### src/hw/rtl/mig_pkg.sv
`timescale 1ns / 1ps

package mig_pkg;

	// Operand size in 32-bit words; the datapath width follows from it.
	localparam int OPERAND_WORDS_DEF = 8;

	// Result status codes, carried on the result tuser.
	localparam int STATUS_W = 2;
	localparam logic [STATUS_W-1:0] STATUS_OK     = 2'd0;
	localparam logic [STATUS_W-1:0] STATUS_BADARG = 2'd1;
	localparam logic [STATUS_W-1:0] STATUS_NOGCD  = 2'd2;

	// Operations of the shared wide arithmetic unit.
	localparam int ALU_OP_W = 2;
	localparam logic [ALU_OP_W-1:0] ALU_HALF   = 2'd0; // (p >> 1) + (p odd ? q : 0)
	localparam logic [ALU_OP_W-1:0] ALU_SUBABS = 2'd1; // |p - q|, lt = p < q
	localparam logic [ALU_OP_W-1:0] ALU_SUBMOD = 2'd2; // p - q, plus m when p < q

endpackage

### src/hw/rtl/mig_alu.sv
`timescale 1ns / 1ps

module mig_alu #(
	parameter int DW = 256
) (
	input  logic [mig_pkg::ALU_OP_W-1:0] op,
	input  logic [DW-1:0]                p,
	input  logic [DW-1:0]                q,
	input  logic [DW-1:0]                m,
	output logic [DW-1:0]                res,
	output logic                         lt
);

	always_comb begin
		lt  = (p < q);
		res = '0;
		case (op)
			mig_pkg::ALU_HALF: begin
				res = {1'b0, p[DW-1:1]} + (p[0] ? q : '0);
			end
			mig_pkg::ALU_SUBABS: begin
				res = lt ? (q - p) : (p - q);
			end
			mig_pkg::ALU_SUBMOD: begin
				// When p < q the true difference is negative; adding the
				// modulus brings it back into range, wrapping mod 2^DW.
				res = p - q + (lt ? m : '0);
			end
			default: begin
				res = '0;
			end
		endcase
	end

endmodule

### config.mk
export PLATFORM = sky130hd
export DESIGN_NAME = mig_alu
export DESIGN_NICKNAME = d
export VERILOG_FILES = /design/src/hw/rtl/mig_pkg.sv /design/src/hw/rtl/mig_alu.sv
export SDC_FILE = /design/constraint.sdc
export NUM_CORES = 2
export LEC_CHECK = 0
export BUFFER_PORTS_ARGS = -buffer_cell sky130_fd_sc_hd__buf_2
export CORE_AREA = 3 3 537 539
export DETAILED_ROUTE_END_ITERATION = 16
export DIE_AREA = 0 0 540 542
export PLACE_DENSITY_LB_ADDON = 0.3
export SYNTH_ARGS = -nofsm -noshare
export SYNTH_HDL_FRONTEND = slang
export SYNTH_SLANG_ARGS = --single-unit
### constraint.sdc
create_clock -name vclk -period 8.25
set_input_delay 0 -clock vclk [all_inputs]
set_output_delay 0 -clock vclk [all_outputs]
set_load 0.05 [all_outputs]
### Yosys cells after proc, flatten, opt, wreduce, memory -nomap -nowiden

Cells that the tools add are included.

* add/sub/neg operators: 4
* $lt $le $gt $ge: 1
* eq/ne operators: 2
* mux-type cells: 4
* reduce and logical (&&, ||, !) cells: 1

Operators by type and width (number)
* $mux W256: 3
* $pmux W256 S3: 1
* $sub A256 B256 Y256: 2
* $add A255 B256 Y256: 1
* $add A256 B256 Y256: 1
* $lt A256 B256 Y1: 1
* $eq A2 B1 Y1 const B: 1
* $eq A2 B2 Y1 const B: 1
* $logic_not A2 Y1: 1

* register bits: 0
* bits of input ports: 770
* output and inout bits: 257
* logic and storage cells: 12

### Depth between registers and ports, before layout

* depth after elaboration: 4
* mapped depth: 39
* mapped depth without buffers: 32

### Worst setup path before layout

No wires, ideal clock.

* path kind: input to output
* from: in p[0]
* to: out res[108]
* arrival: 8.837 ns
* path slack: -0.587 ns
* stages on the path: 38
* cells stage by stage: inv_1 > clkbuf_1 > clkbuf_1 > ha_1 > inv_1 > fa_1 > nand3_1 > o22ai_1 > nor3b_1 > o31ai_2 > a31oi_1 > o2111a_1 > nor2_1 > a41o_1 > buf_2 > inv_2 > clkbuf_1 > clkbuf_1 > (+2 left out) > and2_1 > ha_1 > fa_1 > a211oi_1 > o21ai_1 > a21oi_1 > a2111oi_0 > o21ai_1 > o41ai_1 > a31oi_1 > o21bai_1 > a31oi_1 > o21bai_1 > a21oi_1 > o21bai_1 > xor2_1 > a21oi_1 > o21ai_0

* longest elaborated chain between the ends: 4

RTL lines
* start: declaration: line mig_alu.sv:7 `input logic [DW-1:0] p,`
* $lt A256 B256 Y1: line mig_alu.sv:15 `lt = (p < q);`
* $mux W256: line mig_alu.sv:27 `res = p - q + (lt ? m : '0);`
* $add A256 B256 Y256: line mig_alu.sv:27
* $pmux W256 S3 *: line mig_alu.sv:17 `case (op)`
* end: declaration: line mig_alu.sv:10 `output logic [DW-1:0] res,`

Every way passes the cells marked *; elsewhere a longest branch is shown, timed or not.

### Worst setup path after layout

* from: in p[0]
* to: out res[251]

The elaborated chain is that of the path after synthesis.

==> impl_metrics.ini <==
[placement]
port_buffers = 1027
routabilityCongestion = 1.18
dp_hpwl_microns = 711000

[worst_hold_path]
min_to = res[243]
hold_path_class = input port to output port
holdPathStages = 3
min_from = op[1]

[synth]
syn_inst = 14200
syn_area_sq_mm = 0.0851
synth_area_per_cell_sq_um = 5.99
synth-adder-area-share_pct = 15.7
synth_top_family_by_area = compound AO/OA/AOI/OAI gates
yosys.area_share.xor_xnor_pct = 10.2
muxShareOfSynthArea_pct = 0.991
yosysSeqAreaShare_pct = 0
synth-simple-area-share_pct = 25.7
ys_types = 94
yosys_warnings = 0
synth_fp_nets = 16000
synth_compound_area_share_pct = 40.4

[final_layout]
layout_commonest_cell = buf_4
multi_input_area_sq_mm = 0.0805
n_fill_cell = 31900
mostFrequentLayoutCells = 2888 x buf_4, 2204 x a21oi_1, 1520 x nand2_1, 1429 x nor2_1, 1371 x o21ai_0
layout-drive-gt1-share_pct = 24.9
syn_to_final_growth_pct = 40.0
nets = 19300
clockBufferCount = 0
area.sequential_sq_um = 0
seq_cell_count = 0

[global_route]
grt_usage_pct = 51.3
grt_pass1_wl_microns = 1050000
grt_overflow = 0
antenna_found_initial = 146
grt_max_degree = 102
grt_pass1_vias = 125000

[timing]
setup_ws_ps = -154
holdWs_ps = 570
timing.fmax_mhz = 119
setup_violations = 1
final_max_slew_viol_count = 7
fin_crit_sh_pct = 102
fin_crit_ps = 8400
tightest_slew_ps = 1620
hold_viol = 0
rsz0062_at_grt = true
slew_headroom_pct = -8.60

[die]
io_pins = 1027
start_util_pct = 29.9
die_w_microns = 540
fp-row-count = 196
die-height_microns = 542
core_area_sq_mm = 0.284
dieArea_sq_mm = 0.293

[critical_path]
crit_slowest_cell = a31oi_1
start_kind = input port
cp_cell_sequence = buf_2, inv_8, buf_4, nor2_1, ha_1, a211oi_1, o21bai_1, a211oi_1, a211oi_1, o2111ai_1, a31oi_2, buf_12, nor3_1, buf_4, o31ai_2, buf_4, a21oi_1, o31ai_1, a21o_1, a31oi_1, xnor2_1, a22oi_1, o21ai_2, buf_12
arrival_ps = 8400
slowest_delay_ps = 940
crit_fanout = 70
required_ps = 8250
critPathCaptureType = output port
critPathKind = input port to output port

[drt]
route.vias.total = 135000
wl_per_cell_microns = 37.5
drtIter0Drc = 20900
finalWirelength_microns = 799000
dr.pass1.iters = 9
drc = 0
vias_per_cell = 6.34
ant_nets = 0

[outcome]
violations = capacitance limit, slew limit, setup timing
outcome = complete, but fails checks

[flow_run]
cap_viol_max_count = 3

[clocking]
hold_buffers = 0
[worst max-delay path by stage]
stage / startpoint / endpoint / slack (ps) / depth (start not counted)
6_report: p[0] / res[251] / -150 / 24
5_1_grt: p[13] / res[247] / -50 / 35
4_1_cts: p[6] / res[133] / 0.4 / 38
3_5_place_dp: p[6] / res[247] / -620 / 36
3_3_place_gp: p[6] / res[243] / -590 / 33
2_1_floorplan: p[0] / res[108] / -210 / 38
[cells in the mapped netlist (14+ instances only)]
library cell / n / area share, %
a21boi_0: 110 / 0.97
inv_1: 818 / 3.6
a311oi_1: 16 / 0.16
a21oi_1: 2249 / 13
o31ai_1: 99 / 0.87
a22oi_1: 58 / 0.51
mux2i_1: 82 / 0.96
o41ai_1: 18 / 0.19
clkbuf_1: 660 / 2.9
xor2_1: 354 / 3.6
or3_1: 46 / 0.34
o21a_1: 136 / 1.2
or4_1: 14 / 0.12
xnor2_1: 638 / 6.6
nand2b_1: 75 / 0.55
or2_2: 52 / 0.38
nor2_1: 1443 / 6.4
o21ai_1: 26 / 0.15
a221oi_1: 68 / 0.70
nand3_1: 191 / 1.1
o31a_1: 17 / 0.18
nor3_1: 283 / 1.7
o21ai_0: 1431 / 8.4
a31oi_1: 116 / 0.85
nand4_1: 507 / 3.7
a221o_1: 33 / 0.39
o221ai_1: 68 / 0.70
buf_2: 43 / 0.25
and3_1: 51 / 0.38
and2_1: 292 / 2.1
a41oi_1: 14 / 0.14
nand2_1: 1527 / 6.7
a21o_1: 411 / 3.6
o21bai_1: 387 / 3.4
o211ai_1: 91 / 0.80
a31o_2: 20 / 0.21
a211o_1: 27 / 0.28
buf_1: 38 / 0.17
o22ai_1: 161 / 1.2
a211oi_1: 73 / 0.64
ha_1: 1061 / 16
nor2b_1: 58 / 0.43
and4_1: 70 / 0.72
nor4_1: 82 / 0.60
[logic make-up after synthesis]
group,count (synthesis)
AND/OR/NAND/NOR,4730
buffers and inverters,1565
XOR/XNOR,992
adder cells (fa/ha/maj),1065
AO/OA/AOI/OAI,5764
multiplexers,84
[final cells by class]
cell class	count	share of cell area [%]
repair buffers	3964	25.6
diodes	112	0.235
multi-input cells	12600	67.6
inverters	821	2.61
well taps	3762	3.95
[critical path: cells and delay by family]
family / cells / cell delay [ps]
and+or+nand+nor: 2 / 450
buffers and inverters: 7 / 1680
xor gates and xnor gates: 1 / 190
AOI/OAI and AO/OA: 13 / 5670
adders and majority gates: 1 / 350
[what timing repair did]
item / CTS / global route
hold endpoints to repair: 0 / 0
pin swaps: 3 / 34
resized for setup: 42 / 230
setup endpoints to repair: 89 / 112
buffers inserted: 1 / 17
[through the flow]
step                instance area [sq um]  util [%]  worst slack [ps]  setup TNS [ps]  std cells
floorplan                           85200         -              -210            -210      14200
global placement                   118000      41.3              -591          -18140      21200
detailed placement                 118000      41.3              -619          -19880      21200
CTS                                118000      41.4             0.387               0      21200
global route                       119000      41.8             -51.3            -295      21200
finish                             119000      41.9              -154            -154      21300
[metal layers]
metal	up-vias	wire [microns]	global-route usage, %
met3	2169	97900	16.6
met4	92	73300	37.6
met1	65000	315000	64.6
met5	-	900	0.707
li1	58000	-	-
met2	9729	312000	72.3
